[src/hdl/ssort_pkg.sv]
// shared constants and control/status types of the selection sorter
package ssort_pkg;

    localparam int DEPTH   = 64;
    localparam int DATA_W  = 32;
    localparam int ADDR_W  = $clog2(DEPTH);
    localparam int COUNT_W = $clog2(DEPTH + 1);

    // commands from the controller to the datapath
    typedef struct packed {
        logic store;       // write the accepted item into the element memory if it has room
        logic scan_start;  // begin a minimum scan at the current output position
        logic scan_run;    // advance the minimum scan by one memory read
        logic emit;        // load the found minimum into the output register
    } t_cmd;

    // status from the datapath to the controller
    typedef struct packed {
        logic scan_done;   // every stored entry from the output position on was compared
        logic set_end;     // current output position is the last one of the set
        logic out_free;    // output register can take an item this cycle
    } t_status;

endpackage

[src/hdl/ssort_in_if.sv]
// input channel of the selection sorter: one value per item plus a last flag
interface ssort_in_if;
    logic                                valid;
    logic                                ready;
    logic signed [ssort_pkg::DATA_W-1:0] value;
    logic                                last;

    modport source (output valid, output value, output last, input ready);
    modport sink (input valid, input value, input last, output ready);
endinterface

[src/hdl/ssort_out_if.sv]
// output channel of the selection sorter: one sorted value per item
interface ssort_out_if;
    logic                                valid;
    logic                                ready;
    logic signed [ssort_pkg::DATA_W-1:0] sorted_value;
    logic                                end_of_set;
    logic                                overflow;

    modport source (output valid, output sorted_value, output end_of_set, output overflow,
                    input ready);
    modport sink (input valid, input sorted_value, input end_of_set, input overflow,
                  output ready);
endinterface

[src/hdl/ssort_ctrl.sv]
// controller state machine of the selection sorter
module ssort_ctrl (
    input  logic              i_clk,
    input  logic              i_rst_n,
    input  logic              i_in_valid,
    input  logic              i_in_last,
    output logic              o_in_ready,
    input  ssort_pkg::t_status i_status,
    output ssort_pkg::t_cmd   o_cmd
);

    localparam logic [1:0] S_COLLECT = 2'd0;
    localparam logic [1:0] S_SCAN    = 2'd1;
    localparam logic [1:0] S_EMIT    = 2'd2;

    logic [1:0] r_state;
    logic [1:0] n_state;

    always_ff @(posedge i_clk) begin
        if (!i_rst_n) begin
            r_state <= S_COLLECT;
        end else begin
            r_state <= n_state;
        end
    end

    always_comb begin
        n_state    = r_state;
        o_cmd      = '0;
        o_in_ready = 1'b0;
        case (r_state)
            S_COLLECT: begin
                o_in_ready = 1'b1;
                if (i_in_valid) begin
                    o_cmd.store = 1'b1;
                    if (i_in_last) begin
                        o_cmd.scan_start = 1'b1;
                        n_state          = S_SCAN;
                    end
                end
            end
            S_SCAN: begin
                o_cmd.scan_run = 1'b1;
                if (i_status.scan_done) begin
                    n_state = S_EMIT;
                end
            end
            S_EMIT: begin
                if (i_status.out_free) begin
                    o_cmd.emit = 1'b1;
                    if (i_status.set_end) begin
                        n_state = S_COLLECT;
                    end else begin
                        o_cmd.scan_start = 1'b1;
                        n_state          = S_SCAN;
                    end
                end
            end
            default: begin
                n_state = S_COLLECT;
            end
        endcase
    end

endmodule

[src/hdl/ssort_dp.sv]
// datapath of the selection sorter: element memory, minimum scan, output register
module ssort_dp (
    input  logic                                i_clk,
    input  logic                                i_rst_n,
    input  ssort_pkg::t_cmd                     i_cmd,
    output ssort_pkg::t_status                  o_status,
    input  logic signed [ssort_pkg::DATA_W-1:0] i_value,
    ssort_out_if.source                         o_out
);

    logic signed [ssort_pkg::DATA_W-1:0]  r_mem [ssort_pkg::DEPTH];

    logic [ssort_pkg::COUNT_W-1:0]        r_count;
    logic                                 r_ovf;
    logic [ssort_pkg::COUNT_W-1:0]        r_pos;
    logic [ssort_pkg::COUNT_W-1:0]        r_j;
    logic                                 r_pend;
    logic                                 r_have;
    logic [ssort_pkg::ADDR_W-1:0]         r_rd_idx;
    logic signed [ssort_pkg::DATA_W-1:0]  r_rdata;
    logic signed [ssort_pkg::DATA_W-1:0]  r_min;
    logic [ssort_pkg::ADDR_W-1:0]         r_min_idx;
    logic signed [ssort_pkg::DATA_W-1:0]  r_first;
    logic                                 r_out_valid;
    logic signed [ssort_pkg::DATA_W-1:0]  r_out_value;
    logic                                 r_out_end;
    logic                                 r_out_ovf;

    logic                                 w_room;
    logic                                 w_issue;
    logic                                 w_take_min;
    logic                                 w_set_end;
    logic [ssort_pkg::COUNT_W-1:0]        w_pos_next;

    assign w_room     = r_count < ssort_pkg::COUNT_W'(ssort_pkg::DEPTH);
    assign w_issue    = i_cmd.scan_run && (r_j < r_count);
    assign w_take_min = r_pend && (!r_have || (r_rdata < r_min));
    assign w_set_end  = (r_pos + ssort_pkg::COUNT_W'(1)) == r_count;
    assign w_pos_next = w_set_end ? '0 : r_pos + ssort_pkg::COUNT_W'(1);

    assign o_status.scan_done = (r_j == r_count) && !r_pend;
    assign o_status.set_end   = w_set_end;
    assign o_status.out_free  = !r_out_valid || o_out.ready;

    // element memory: one write port, one registered read port
    always_ff @(posedge i_clk) begin
        if (i_cmd.store && w_room) begin
            r_mem[r_count[ssort_pkg::ADDR_W-1:0]] <= i_value;
        end else if (i_cmd.emit) begin
            // swap half: the displaced first entry moves into the minimum's slot
            r_mem[r_min_idx] <= r_first;
        end
        if (w_issue) begin
            r_rdata <= r_mem[r_j[ssort_pkg::ADDR_W-1:0]];
        end
    end

    always_ff @(posedge i_clk) begin
        if (!i_rst_n) begin
            r_count     <= '0;
            r_ovf       <= 1'b0;
            r_pos       <= '0;
            r_j         <= '0;
            r_pend      <= 1'b0;
            r_have      <= 1'b0;
            r_out_valid <= 1'b0;
        end else begin
            if (i_cmd.store) begin
                if (w_room) begin
                    r_count <= r_count + ssort_pkg::COUNT_W'(1);
                end else begin
                    r_ovf <= 1'b1;
                end
            end
            if (i_cmd.emit) begin
                r_pos <= w_pos_next;
                if (w_set_end) begin
                    r_count <= '0;
                    r_ovf   <= 1'b0;
                end
            end
            if (i_cmd.scan_start) begin
                r_j    <= i_cmd.emit ? w_pos_next : r_pos;
                r_pend <= 1'b0;
                r_have <= 1'b0;
            end else if (i_cmd.scan_run) begin
                r_pend <= w_issue;
                if (w_issue) begin
                    r_j <= r_j + ssort_pkg::COUNT_W'(1);
                end
                if (r_pend) begin
                    r_have <= 1'b1;
                end
            end
            if (i_cmd.emit) begin
                r_out_valid <= 1'b1;
            end else if (o_out.ready) begin
                r_out_valid <= 1'b0;
            end
        end
    end

    always_ff @(posedge i_clk) begin
        if (w_issue) begin
            r_rd_idx <= r_j[ssort_pkg::ADDR_W-1:0];
        end
        if (w_take_min) begin
            r_min     <= r_rdata;
            r_min_idx <= r_rd_idx;
        end
        // first read of a scan is the entry at the output position
        if (r_pend && !r_have) begin
            r_first <= r_rdata;
        end
        if (i_cmd.emit) begin
            r_out_value <= r_min;
            r_out_end   <= w_set_end;
            r_out_ovf   <= w_set_end & r_ovf;
        end
    end

    assign o_out.valid        = r_out_valid;
    assign o_out.sorted_value = r_out_value;
    assign o_out.end_of_set   = r_out_end;
    assign o_out.overflow     = r_out_ovf;

endmodule

[src/hdl/selection_sorter_unit.sv]
// top level of the selection sorter: controller, datapath and checks
//
//  channel  | dir | payload                              | accepted when
//  ---------+-----+--------------------------------------+-------------------
//  i_in     | in  | value (s32), last                    | valid && ready
//  o_out    | out | sorted_value (s32), end_of_set, ovf  | valid && ready
//
// a set is collected first, then sorted and emitted one output position at a time:
//   each position takes one memory read per remaining entry, as the memory has a
//   single read port, then waits for the last compare and the scan-done status, then emits
// synchronous active-low reset clears counts, flags and the controller state
// input ready is low from the last item until the final result is loaded
// a stalled output holds the sort at the emit step, nothing is lost
module selection_sorter_unit (
    input  logic        i_clk,
    input  logic        i_rst_n,
    ssort_in_if.sink    i_in,
    ssort_out_if.source o_out
);

    ssort_pkg::t_cmd    w_cmd;
    ssort_pkg::t_status w_status;

    // sequencing: collect, scan for the minimum, emit, repeat
    ssort_ctrl u_ctrl (
        .i_clk      (i_clk),
        .i_rst_n    (i_rst_n),
        .i_in_valid (i_in.valid),
        .i_in_last  (i_in.last),
        .o_in_ready (i_in.ready),
        .i_status   (w_status),
        .o_cmd      (w_cmd)
    );

    // storage, compare and output register
    ssort_dp u_dp (
        .i_clk    (i_clk),
        .i_rst_n  (i_rst_n),
        .i_cmd    (w_cmd),
        .o_status (w_status),
        .i_value  (i_in.value),
        .o_out    (o_out)
    );

    // collection and scanning never overlap
    a_store_vs_scan : assert property (@(posedge i_clk) disable iff (!i_rst_n)
        !(w_cmd.store && w_cmd.scan_run))
        else $error("store during minimum scan");

    // an emit never overwrites a result that is still waiting
    a_emit_free : assert property (@(posedge i_clk) disable iff (!i_rst_n)
        w_cmd.emit |-> w_status.out_free)
        else $error("emit into a busy output register");

    // after the final result of a set the block takes input again
    a_back_to_collect : assert property (@(posedge i_clk) disable iff (!i_rst_n)
        (w_cmd.emit && w_status.set_end) |=> i_in.ready)
        else $error("no return to collecting after the final result");

    // overflow only rides on the final result of a set
    a_ovf_final : assert property (@(posedge i_clk) disable iff (!i_rst_n)
        (o_out.valid && !o_out.end_of_set) |-> !o_out.overflow)
        else $error("overflow flag on a non-final result");

endmodule

[src/flat_wrapper.sv]
// flat-port wrapper written by rule: the top's interface ports become plain ports
module selection_sorter_unit_flat 
  (i_clk, i_rst_n, i_in_valid, i_in_value, i_in_last, i_in_ready, o_out_valid, o_out_sorted_value, o_out_end_of_set, o_out_overflow, o_out_ready);
  ssort_in_if i_in_i ();
  ssort_out_if o_out_i ();
  input  logic i_clk;
  input  logic i_rst_n;
  input wire logic [$bits(i_in_i.valid)-1:0] i_in_valid;
  input wire logic [$bits(i_in_i.value)-1:0] i_in_value;
  input wire logic [$bits(i_in_i.last)-1:0] i_in_last;
  output wire logic [$bits(i_in_i.ready)-1:0] i_in_ready;
  output wire logic [$bits(o_out_i.valid)-1:0] o_out_valid;
  output wire logic [$bits(o_out_i.sorted_value)-1:0] o_out_sorted_value;
  output wire logic [$bits(o_out_i.end_of_set)-1:0] o_out_end_of_set;
  output wire logic [$bits(o_out_i.overflow)-1:0] o_out_overflow;
  input wire logic [$bits(o_out_i.ready)-1:0] o_out_ready;
  assign i_in_i.valid = i_in_valid;
  assign i_in_i.value = i_in_value;
  assign i_in_i.last = i_in_last;
  assign i_in_ready = i_in_i.ready;
  assign o_out_valid = o_out_i.valid;
  assign o_out_sorted_value = o_out_i.sorted_value;
  assign o_out_end_of_set = o_out_i.end_of_set;
  assign o_out_overflow = o_out_i.overflow;
  assign o_out_i.ready = o_out_ready;
  selection_sorter_unit u_core (.i_clk(i_clk), .i_rst_n(i_rst_n), .i_in(i_in_i), .o_out(o_out_i));
endmodule
[config.mk]
export PLATFORM = sky130hd
export DESIGN_NAME = selection_sorter_unit_flat
export DESIGN_NICKNAME = d
export VERILOG_FILES = /design/src/hdl/ssort_pkg.sv /design/src/hdl/ssort_in_if.sv /design/src/hdl/ssort_out_if.sv /design/src/hdl/ssort_ctrl.sv /design/src/hdl/ssort_dp.sv /design/src/hdl/selection_sorter_unit.sv /design/src/flat_wrapper.sv
export SDC_FILE = /design/constraint.sdc
export NUM_CORES = 2
export LEC_CHECK = 0
export ABC_AREA = 1
export ABC_CLOCK_PERIOD_IN_PS = 6500
export BUFFER_PORTS_ARGS = -buffer_cell sky130_fd_sc_hd__buf_4
export CAP_MARGIN = 20
export CORE_AREA = 2 2 455 457
export CTS_CLUSTER_DIAMETER = 80
export CTS_CLUSTER_SIZE = 40
export DETAILED_ROUTE_END_ITERATION = 10
export DIE_AREA = 0 0 457 459
export PLACE_DENSITY = 0.6
export SLEW_MARGIN = 20
export SYNTH_ARGS = -nofsm -noshare
export SYNTH_HDL_FRONTEND = slang
export SYNTH_SLANG_ARGS = --single-unit
[constraint.sdc]
create_clock -name i_clk -period 6.5 [get_ports i_clk]
set_input_delay 0.975 -clock i_clk [delete_from_list [all_inputs] [get_ports i_clk]]
set_output_delay 0.975 -clock i_clk [all_outputs]
set_load 0.05 [all_outputs]
==> flow_summary.yaml <==
run_status:
  status: "complete, no violations"
place:
  io_buffers: 72
  place_congestion: 0.880
  hpwl_mm: 136
  post-place-ws_ns: 2.02
cts:
  cts-hold-fix-buffers: 0
  clk_pin_slew_ns: 0.11
  clock_path_buffers: 3
  clock-sinks: 2217
  cts_buffers: 101
  post_cts_resized: 0
  htreeDepth: 3
  clkLatencyLatePin_ns: 0.79
  cts_tree: "built"
  cts_root_buffer: "clkbuf_16"
  cts_setup_buffers: 0
logic_synthesis:
  yosysTopAreaCell: "edfxtp_1"
  synth.cell_area_um2: 87500
  yosysTopAreaCellShare: 0.751
  synthFlopType: "edfxtp_1"
  synth_edf_count: 2190
  syn_inst: 6533
  ys_types: 45
  ys_seq_elements: 2217
  ys_seq_area_frac: 0.758
  ys_warn_count: 0
  avgSynthCellArea_um2: 13.4
  yosysMostFrequentCell: "edfxtp_1"
  synth_area_leaders: "edfxtp_1, o21ai_0, nor2_1"
  synth_common_cells: "edfxtp_1, nor2_1, o21ai_0"
  async_reset_ff_frac: 0
  syn-num-nets: 6611
sta:
  maxSlewHeadroom: 0.196
  whs_ns: 0.428
  rsz0062_at_grt: "false"
  finalHoldViolCount: 0
  setup_ws_ns: 2.72
  post-route-period-util: 0.581
  max_slew.worst_pin.slew_ns: 1.20
  fmax_mhz: 265
  setup_viol: 0
  clock_skew_ns: 0.0368
  tns_ns: 0
  fin_crit_ns: 3.78
  slew_viol_final: 0
pwr:
  leakage_nw: 30.0
  ir_drop_uv: 377
  power_mw: 29.3
  powerDensity_nw_per_um2: 307
global_routing:
  overflow: 0
  grt_pass1_vias: 49800
  grt_max_degree: 172
  grt_antenna_before_repair: 17
  grt_pass1_wl_mm: 352
  track_usage: 0.228
setup_path:
  crit_fanout: 32
  cp_data_arrival_time_ns: 4.18
  reg2reg_to: "u_core.u_dp.r_mem[12][13]"
  regToRegStartpoint: "u_core.u_dp.o_out.valid"
  setup.worst_path.class: "flip-flop to flip-flop"
  critPathRequiredTime_ns: 6.91
  ff2ff_setup_slack_ns: 2.72
  crit_path_end_kind: "flip-flop"
  r2r_cells: 10
  cp-start-kind: "flip-flop"
final_layout:
  seqCellArea_um2: 66300
  drive_above_1_share: 0.0830
  fillCellCount: 17900
  syn_to_final_growth_pct: 9.04
  multi_input_comb_area_um2: 19200
  fin_util: 0.464
  fin_nets: 6490
detailed_routing:
  wirelength_mm: 245
  drtPass1Iterations: 7
  vias_per_cell: 5.91
  drt_iter0_markers: 7438
  drc: 0
  postRouteAntennaNets: 0
  wl_per_cell_um: 26.6
  vias: 54400
job:
  cap_violations: 0
die:
  die_area_um2: 210000
  io_pins: 73
  num_rows: 167
  fp.dieW_um: 457
  initial_core_util: 0.426
  die_h_um: 459
  core-area_um2: 206000
min_path:
  hp-class: "flip-flop to flip-flop"
  worstHoldStart: "u_core.u_dp.r_rd_idx[0]"
  whs_endpoint: "u_core.u_dp.r_min_idx[0]"
  min_delay_path_depth: 0
-- critical path, stage by stage (launching register included) --
cell,delay [ns]
dfxtp_1,0.35
inv_1,0.04
nor2_1,0.15
inv_2,0.07
nand2_4,0.20
nand2_1,0.11
o21ai_2,0.18
inv_1,0.24
nor3_2,0.19
nand2_1,0.69
nor2_4,1.11
-- layout by cell type, fill, tap and decap left out, types with 6 or more instances in the layout --
cell type	instances
a21oi_1	91
buf_12	23
buf_4	183
clkbuf_16	101
clkinv_16	13
clkinv_8	10
dfxtp_1	23
diode_2	13
edfxtp_1	2190
ha_1	41
inv_1	89
inv_12	9
inv_16	32
inv_2	8
inv_6	8
nand2_1	442
nand2_2	6
nand2_4	30
nand3_1	262
nand4_1	35
nor2_1	1154
nor2_2	6
nor2_4	64
nor4_2	6
o211ai_1	145
o21ai_0	998
o21ai_1	55
o221ai_1	109
o22ai_1	302
xor2_1	7
-- flip-flops by register name, indices dropped and copies added (netlist names), 7 cells and up --
signal,count
u_core.u_dp.r_mem,2048
u_core.u_dp.o_out.sorted_value,32
u_core.u_dp.r_first,32
u_core.u_dp.r_min,32
u_core.u_dp.r_rdata,32
u_core.u_dp.r_count,7
u_core.u_dp.r_j,7
u_core.u_dp.r_pos,7
-- final cells by class --
class                   count  area share
well taps                2704      0.0355
multi-input cells        3777       0.201
clock buffers             104      0.0266
diodes                     13    0.000341
repair buffers            211      0.0207
inverters                 104     0.00464
clock inverters            84      0.0161
flip-flops and latches   2217       0.695
-- worst max-delay path by stage --
stage          slack, ns                        end                     from  depth (start not counted)
2_1_floorplan       1.04   u_core.u_dp.r_mem[32][0]              o_out_ready                         10
3_3_place_gp        2.00  u_core.u_dp.r_mem[52][30]              o_out_ready                         10
3_5_place_dp        2.02  u_core.u_dp.r_mem[52][26]              o_out_ready                         10
4_1_cts             2.73  u_core.u_dp.r_mem[52][16]  u_core.u_dp.o_out.valid                         10
5_1_grt             2.54  u_core.u_dp.r_mem[12][13]  u_core.u_dp.o_out.valid                         10
6_report            2.72  u_core.u_dp.r_mem[12][13]  u_core.u_dp.o_out.valid                         10
-- layer usage --
layer  global-route usage  up-vias  wire length [um]
met2                0.339     2549            109000
met4               0.0741        2              7770
met1                0.343    27600            106000
li1                     -    24000                 -
met5                    0        -                12
met3               0.0350      290             22900
-- through the flow --
stage                     std cells  area [um^2]
after global routing           9202        95400
after floorplan                6533        87500
final                          9214        95400
after CTS                      9195        95200
after global placement         8998        91000
after detailed placement       9007        91200
-- kinds of logic after synthesis --
logic type | Yosys count | share of synthesized area
compound gates | 1710 | 0.111
xor+xnor | 8 | 0.000801
fa+ha+maj | 41 | 0.00586
buf+inv | 539 | 0.0313
flops | 2217 | 0.758
simple gates | 2018 | 0.0929
-- power by group --
part	switching, mW	internal, mW	leakage [nW]
sequential	0.102	16.1	19.9
combinational	3.34	0.957	8.14
clock	5.31	3.48	1.95
(Power assumes the default switching activity.)
